$ cat src/rtl/bpa_pkg.sv
`timescale 1ns / 1ps
`default_nettype none
// ----------------------------------------------------------------------------
// bpa_pkg: shared types and constants of the buddy page allocator
// Item formats, page metadata word, datapath commands and controller states.
// ----------------------------------------------------------------------------
package bpa_pkg;

  localparam int ORD_W  = 4;
  localparam int PAGE_W = 10;

  // Operation codes.
  localparam logic OP_ALLOC = 1'b0;
  localparam logic OP_FREE  = 1'b1;

  // Status codes.
  localparam logic [1:0] ST_OK      = 2'd0;
  localparam logic [1:0] ST_NOFREE  = 2'd1;
  localparam logic [1:0] ST_ORDER   = 2'd2;
  localparam logic [1:0] ST_BADFREE = 2'd3;

  typedef struct packed {
    logic              op;
    logic [ORD_W-1:0]  order;
    logic [PAGE_W-1:0] page_index;
  } req_t;

  typedef struct packed {
    logic [PAGE_W-1:0] page_index_res;
    logic [1:0]        status;
  } rsp_t;

  // Per-page metadata: block start, allocated, block order.
  typedef struct packed {
    logic             head;
    logic             used;
    logic [ORD_W-1:0] ord;
  } meta_t;

  typedef enum logic [3:0] {
    DP_NOP,
    DP_LOAD,
    DP_INIT,
    DP_SCAN,
    DP_UNLINK_HEAD,
    DP_SPLIT,
    DP_ALLOC_FIN,
    DP_RD_PG,
    DP_BUD,
    DP_RD_HALF,
    DP_RD_LINKS,
    DP_UNLINK_B,
    DP_PUSH1,
    DP_PUSH2
  } dp_op_t;

  typedef struct packed {
    dp_op_t     op;
    logic       respond;
    logic [1:0] code;
  } dp_cmd_t;

  typedef struct packed {
    logic init_last;
    logic ord_big;
    logic is_free;
    logic pg_oob;
    logic found;
    logic lvl_top;
    logic lvl_eq_ord;
    logic pg_ok;
    logic run_end;
    logic bud_ok;
    logic lvl_zero;
    logic half_head;
  } dp_stat_t;

  typedef enum logic [3:0] {
    S_INIT,
    S_IDLE,
    S_DECODE,
    S_A_SCAN,
    S_A_UNLINK,
    S_A_SPLIT,
    S_F_CHKPG,
    S_F_BUD,
    S_F_CHKBUD,
    S_F_CHKHALF,
    S_F_UNLINK,
    S_F_PUSH1,
    S_F_PUSH2
  } state_t;

  function automatic meta_t mk_meta(input logic head, input logic used,
                                    input logic [ORD_W-1:0] ord);
    meta_t m;
    m.head = head;
    m.used = used;
    m.ord  = ord;
    return m;
  endfunction

endpackage
`default_nettype wire

$ cat src/rtl/bpa_ctrl.sv
`timescale 1ns / 1ps
`default_nettype none
// ----------------------------------------------------------------------------
// bpa_ctrl: sequencer of the buddy page allocator
// Steps the datapath through carving, allocation search/split and free merge.
// ----------------------------------------------------------------------------
module bpa_ctrl (
  input  wire logic               clk,
  input  wire logic               rst,
  input  wire logic               start,
  output      logic               busy,
  input  wire bpa_pkg::dp_stat_t  stat,
  output      bpa_pkg::dp_cmd_t   cmd
);
  bpa_pkg::state_t state, state_next;

  // State register.
  always_ff @(posedge clk) begin
    if (rst) begin
      state <= bpa_pkg::S_INIT;
    end else begin
      state <= state_next;
    end
  end

  assign busy = (state != bpa_pkg::S_IDLE);

  // Next state and datapath commands.
  always_comb begin
    state_next  = state;
    cmd.op      = bpa_pkg::DP_NOP;
    cmd.respond = 1'b0;
    cmd.code    = bpa_pkg::ST_OK;
    unique case (state)
      bpa_pkg::S_INIT: begin
        cmd.op = bpa_pkg::DP_INIT;
        if (stat.init_last) state_next = bpa_pkg::S_IDLE;
      end
      bpa_pkg::S_IDLE: begin
        if (start) begin
          cmd.op     = bpa_pkg::DP_LOAD;
          state_next = bpa_pkg::S_DECODE;
        end
      end
      bpa_pkg::S_DECODE: begin
        if (stat.ord_big) begin
          cmd.respond = 1'b1;
          cmd.code    = bpa_pkg::ST_ORDER;
          state_next  = bpa_pkg::S_IDLE;
        end else if (!stat.is_free) begin
          state_next = bpa_pkg::S_A_SCAN;
        end else if (stat.pg_oob) begin
          cmd.respond = 1'b1;
          cmd.code    = bpa_pkg::ST_BADFREE;
          state_next  = bpa_pkg::S_IDLE;
        end else begin
          cmd.op     = bpa_pkg::DP_RD_PG;
          state_next = bpa_pkg::S_F_CHKPG;
        end
      end
      bpa_pkg::S_A_SCAN: begin
        cmd.op = bpa_pkg::DP_SCAN;
        if (stat.found) begin
          state_next = bpa_pkg::S_A_UNLINK;
        end else if (stat.lvl_top) begin
          cmd.respond = 1'b1;
          cmd.code    = bpa_pkg::ST_NOFREE;
          state_next  = bpa_pkg::S_IDLE;
        end
      end
      bpa_pkg::S_A_UNLINK: begin
        cmd.op     = bpa_pkg::DP_UNLINK_HEAD;
        state_next = bpa_pkg::S_A_SPLIT;
      end
      bpa_pkg::S_A_SPLIT: begin
        if (stat.lvl_eq_ord) begin
          cmd.op      = bpa_pkg::DP_ALLOC_FIN;
          cmd.respond = 1'b1;
          state_next  = bpa_pkg::S_IDLE;
        end else begin
          cmd.op = bpa_pkg::DP_SPLIT;
        end
      end
      bpa_pkg::S_F_CHKPG: begin
        if (stat.pg_ok) begin
          state_next = bpa_pkg::S_F_BUD;
        end else begin
          cmd.respond = 1'b1;
          cmd.code    = bpa_pkg::ST_BADFREE;
          state_next  = bpa_pkg::S_IDLE;
        end
      end
      bpa_pkg::S_F_BUD: begin
        if (stat.lvl_top || stat.run_end) begin
          state_next = bpa_pkg::S_F_PUSH1;
        end else begin
          cmd.op     = bpa_pkg::DP_BUD;
          state_next = bpa_pkg::S_F_CHKBUD;
        end
      end
      bpa_pkg::S_F_CHKBUD: begin
        if (!stat.bud_ok) begin
          state_next = bpa_pkg::S_F_PUSH1;
        end else if (stat.lvl_zero) begin
          cmd.op     = bpa_pkg::DP_RD_LINKS;
          state_next = bpa_pkg::S_F_UNLINK;
        end else begin
          cmd.op     = bpa_pkg::DP_RD_HALF;
          state_next = bpa_pkg::S_F_CHKHALF;
        end
      end
      bpa_pkg::S_F_CHKHALF: begin
        if (stat.half_head) begin
          state_next = bpa_pkg::S_F_PUSH1;
        end else begin
          cmd.op     = bpa_pkg::DP_RD_LINKS;
          state_next = bpa_pkg::S_F_UNLINK;
        end
      end
      bpa_pkg::S_F_UNLINK: begin
        cmd.op     = bpa_pkg::DP_UNLINK_B;
        state_next = bpa_pkg::S_F_BUD;
      end
      bpa_pkg::S_F_PUSH1: begin
        cmd.op     = bpa_pkg::DP_PUSH1;
        state_next = bpa_pkg::S_F_PUSH2;
      end
      bpa_pkg::S_F_PUSH2: begin
        cmd.op      = bpa_pkg::DP_PUSH2;
        cmd.respond = 1'b1;
        state_next  = bpa_pkg::S_IDLE;
      end
      default: begin
        state_next = bpa_pkg::S_IDLE;
      end
    endcase
  end
endmodule
`default_nettype wire

$ cat config.mk
export PLATFORM = sky130hd
export DESIGN_NAME = bpa_ctrl
export DESIGN_NICKNAME = d
export VERILOG_FILES = /design/src/rtl/bpa_pkg.sv /design/src/rtl/bpa_ctrl.sv
export SDC_FILE = /design/constraint.sdc
export NUM_CORES = 1
export LEC_CHECK = 0
export BUFFER_PORTS_ARGS = -buffer_cell sky130_fd_sc_hd__buf_2
export CAP_MARGIN = 10
export CORE_MARGIN = 3
export CORE_UTILIZATION = 48
export CTS_BUF_LIST = sky130_fd_sc_hd__clkbuf_16
export DETAILED_ROUTE_END_ITERATION = 16
export HOLD_SLACK_MARGIN = 0.03
export PLACE_DENSITY = 0.77
export SYNTH_ARGS = -nofsm -noshare
export SYNTH_HDL_FRONTEND = slang
export SYNTH_SLANG_ARGS = --single-unit
$ cat constraint.sdc
create_clock -name clk -period 1.63 [get_ports clk]
set_input_delay 0.326 -clock clk [delete_from_list [all_inputs] [get_ports clk]]
set_output_delay 0.326 -clock clk [all_outputs]
set_load 0.01 [all_outputs]
==> results of run 1 <==
per-stage QoR:
step | util [%] | instances | worst slack [ns]
2_1_floorplan | - | 102 | 0.0571
3_3_place_gp | 73.9 | 146 | -0.127
3_5_place_dp | 73.9 | 146 | -0.134
4_1_cts | 91.5 | 154 | -0.108
kinds of logic after synthesis:
kind of cell           Yosys count
AO/OA/AOI/OAI                   40
buffers and inverters           13
flip-flops                       4
AND/OR/NAND/NOR                 45
repair_timing:
item,CTS
buffers inserted,5
endpoints found under the setup margin,8
gates cloned,0
endpoints found under the hold margin,0
pin swaps,5
gates resized for setup,25
==> flow_metrics.py, run 1 <==
metrics = {
    "run_status": {
        "status": "aborted with a tool error",
        "haltStage": "5_1_grt",
        "firstError": "[ERROR DPL-0038] Utilization greater than 100%, impossible to legalize",
    },
    "logic_synthesis": {
        "netlist.area_leader.share_pct": 12.2,
        "synthAdderAreaFrac_pct": 0,
        "synth_edf_count": 0,
        "synth_area_leaders": "dfxtp_1 12%, a21oi_1 7.6%, nand2_1 6.9%, nor2_1 6.3%, buf_2 5.3%",
        "ys_ff_latch": 4,
        "synth_cell_types": 41,
        "synthArstFlopShare_pct": 0,
        "synth_flop_cell": "dfxtp_1",
        "yosysWarnings": 0,
        "synth-simple-area-share_pct": 35.9,
        "synth_top_family_by_area": "compound AO/OA/AOI/OAI gates",
        "avgSynthCellArea_um2": 6.43,
        "synth_most_common_cell": "nand2_1",
        "syn_nets": 117,
        "synth_compound_area_share_pct": 42.6,
        "synth_mux_area_share_pct": 0,
        "synth_top_area_cell": "dfxtp_1",
        "synthCells": 102,
        "yosysSeqAreaShare_pct": 12.2,
        "synth_xor_xnor_area_share_pct": 0,
        "syn_area_um2": 656,
        "synth_common_cells": "12 x nand2_1, 11 x nor2_1, 10 x a21oi_1",
    },
    "die": {
        "die_h_um": 43.0,
        "start_util_pct": 55.3,
        "ios": 23,
        "rows": 12,
        "die_width_um": 43.0,
    },
    "clock_network": {
        "cts_root_buf": "clkbuf_16",
        "numCtsBuffers": 3,
        "cts.sinks": 4,
        "cts_max_path_buffers": 2,
        "hold_buffers": 0,
        "htreeDepth": 1,
    },
    "global_route": {
        "grt_max_degree": 29,
    },
    "sta": {
        "worstEndpointType": "top-level output",
        "worst_endpoint": "cmd[0]",
    },
    "place": {
        "port_buffers": 22,
        "place_congestion": 0.905,
        "dpl_cell_area_um2": 877,
        "hpwl_um": 1500,
    },
}
==> run 2: changes to the inputs <==
==> config.mk (replaced) <==
export PLATFORM = sky130hd
export DESIGN_NAME = bpa_ctrl
export DESIGN_NICKNAME = d
export VERILOG_FILES = /design/src/rtl/bpa_pkg.sv /design/src/rtl/bpa_ctrl.sv
export SDC_FILE = /design/constraint.sdc
export NUM_CORES = 1
export LEC_CHECK = 0
export BUFFER_PORTS_ARGS = -buffer_cell sky130_fd_sc_hd__buf_2
export CAP_MARGIN = 10
export CORE_AREA = 3 3 64 66
export DETAILED_ROUTE_END_ITERATION = 16
export DIE_AREA = 0 0 67 69
export PLACE_DENSITY_LB_ADDON = 0.15
export SYNTH_ARGS = -nofsm -noshare
export SYNTH_HDL_FRONTEND = slang
export SYNTH_SLANG_ARGS = --single-unit
==> run 2 against run 1 <==
  * The flow now finishes, with violations (negative setup slack)
  * Synthesized cell count unchanged
  * Area after synthesis unchanged
==> flow_metrics.py, run 2 <==
metrics = {
    "die": {
        "die_width_um": 67,
        "die-area_um2": 4620,
        "ios": 23,
        "rows": 22,
        "start_util_pct": 18.0,
        "die_h_um": 69,
        "core_um2": 3630,
    },
    "logic_synthesis": {
        "synth_xor_xnor_area_share_pct": 0,
        "synth_top_family_by_area": "compound AO/OA/AOI/OAI gates",
        "syn_area_um2": 656,
        "yosysSeqAreaShare_pct": 12.2,
        "synth-simple-area-share_pct": 35.9,
        "avgSynthCellArea_um2": 6.43,
        "synthCells": 102,
        "netlist.area_leader.share_pct": 12.2,
        "synth_common_cells": "12 x nand2_1, 11 x nor2_1, 10 x a21oi_1",
        "synth_most_common_cell": "nand2_1",
        "ys_ff_latch": 4,
        "synth_mux_area_share_pct": 0,
        "synth_top_area_cell": "dfxtp_1",
        "synth_cell_types": 41,
        "synthArstFlopShare_pct": 0,
        "syn_nets": 117,
        "synthAdderAreaFrac_pct": 0,
        "yosysWarnings": 0,
        "synth_flop_cell": "dfxtp_1",
        "synth_edf_count": 0,
        "synth_area_leaders": "dfxtp_1 12%, a21oi_1 7.6%, nand2_1 6.9%, nor2_1 6.3%, buf_2 5.3%",
        "synth_compound_area_share_pct": 42.6,
    },
    "power": {
        "power_density_nw_per_um2": 424,
        "pwr-share-comb_pct": 36.6,
        "switchingPower_uw": 141,
        "power_leakage_nw": 0.526,
        "clock_power_share_pct": 41.5,
        "power_frac_seq_pct": 21.9,
        "p_int_uw": 345,
        "ir_worst_vdd_uv": 209,
        "swShare_pct": 29.0,
    },
    "setup_path": {
        "cp_data_required_time_ns": 1.30,
        "cp-end-kind": "primary output",
        "path_class": "reg -> out",
        "cp.arrival_ns": 1.42,
        "cp_max_fo": 7,
        "start_kind": "flop",
    },
    "global_route": {
        "grt_use_total_pct": 10.8,
        "grt_pass1_vias": 893,
        "grt_max_degree": 19,
        "antenna_found_initial": 0,
        "overflow": 0,
        "grt_pass1_wl_um": 4040,
    },
    "clock_network": {
        "cts_root_buf": "clkbuf_8",
        "numCtsBuffers": 3,
        "clk_pin_slew_worst_paths_ns": 0.03,
        "clock_latency_ns": 0.21,
        "cts_tree": "done",
        "cts_max_path_buffers": 2,
        "cts.sinks": 4,
        "htreeDepth": 1,
        "hold_buffers": 0,
    },
    "place": {
        "dpl_cell_area_um2": 957,
        "place_congestion": 0.813,
        "port_buffers": 22,
        "hpwl_um": 1900,
    },
    "drt": {
        "wire_per_inst_um": 12.4,
        "drtIter0Drc": 30,
        "wirelength_um": 2420,
        "dr.pass1.iters": 4,
        "ant_nets": 0,
        "drc": 0,
        "vias": 916,
        "vias_per_cell": 4.70,
    },
    "sta": {
        "finalCritPeriodShare_pct": 107,
        "rsz0062_at_grt": "yes",
        "worst_pin_slew_ns": 0.384,
        "min_period_ns": 1.74,
        "slew_viol_final": 0,
        "fin_skew_ns": 0.00227,
        "fin_ws_ns": -0.113,
        "max_freq_mhz": 574,
        "finalHoldViolations": 0,
        "slew-limit-headroom_pct": 74.2,
        "setup_viol": 6,
        "worst_hold_slack_ns": 0.349,
    },
    "layout": {
        "drive_gt1_share_pct": 50.3,
        "largest_register_ffs": 4,
        "nets": 164,
        "fin_area_um2": 1150,
        "synthToLayoutAreaGrowth_pct": 74.8,
        "diodes": 0,
        "layout_commonest_cell": "buf_4",
        "post-route-util_pct": 31.5,
        "top_register": "state",
        "largestRegisters": "state (4)",
        "final_cell_mix": "24 x buf_4, 21 x buf_2, 11 x nand2_1",
    },
    "run_status": {
        "violations": "negative setup slack",
        "status": "complete, but fails checks",
    },
    "hold_path": {
        "min_path_type": "in -> reg",
    },
    "job": {
        "drv_cap": 0,
    },
}
-- run 2: cell counts after synthesis --
Identical to the previous run, type by type.
-- run 2: area by class of cell --
type                       count  area [um^2]
timing repair buffer          51          362
clock buffer                   3         41.3
sequential                     4         90.1
multi-input combinational     85          573
inverter                       4         20.0
tap                           48         60.1
fill                         415         2490
-- run 2: worst paths after layout --
| kind | cells past startpoint | from | end | slack [ns] |
|---|---|---|---|---|
| setup / recovery | 6 | state[1] | cmd[0] | -0.11 |
| hold reg to reg | 3 | state[0] | state[3] | 0.69 |
| setup reg to reg | 5 | state[1] | state[1] | 0.04 |
| hold / removal | 2 | rst | state[3] | 0.35 |
-- run 2: critical path, stage by stage, from the launching register on --
cell and delay [ns]:
dfxtp_4 0.37, buf_6 0.12, nand2_4 0.06, nor4_4 0.29, nand2_1 0.12, o31ai_1 0.08, buf_2 0.17
-- run 2: power groups by stage --
| stage | Clock (mW) | Sequential (mW) | Combinational [mW] |
|---|---|---|---|
| finish | 0.202 | 0.106 | 0.178 |
| global route | 0.223 | 0.107 | 0.198 |
| CTS | 0.209 | 0.104 | 0.173 |
| detailed placement | 0 | 0.108 | 0.159 |
| global placement | 0 | 0.108 | 0.159 |
| floorplan | 0 | 0.105 | 0.0889 |
-- run 2: logic make-up (layout without fill, tap and decap cells) --
kind of cell,Yosys count,in the layout
buf+inv,13,58
compound gates,40,40
simple gates,45,45
flops,4,4
-- run 2: metrics by stage --
stage          setup WS (ns)  instances  total power [mW]  setup TNS, ns
2_1_floorplan         0.0571        102             0.194              0
3_3_place_gp          -0.129        185             0.268         -0.460
3_5_place_dp          -0.141        185             0.267         -0.392
4_1_cts              -0.0948        192             0.486         -0.448
5_1_grt               -0.228        195             0.528          -1.02
6_report              -0.113        195             0.486         -0.433
-- run 2: routing by layer --
metal / wire length [um] / global-route usage [%] / up-vias
met5: 0 / 0 / -
met4: 0 / 2.03 / 0
met3: 96 / 1.63 / 0
met2: 1160 / 17.9 / 19
met1: 1170 / 14.6 / 425
li1: - / - / 472
-- run 2: repair_timing --
| item | in CTS | in global routing |
|---|---|---|
| resized for setup | 19 | 10 |
| setup buffers | 4 | 3 |
| pin swaps | 7 | 3 |
| endpoints found under the hold margin | 0 | 0 |
| setup endpoints to repair | 8 | 8 |
| cloned | 0 | 0 |
Power figures use the tool's default switching activity.
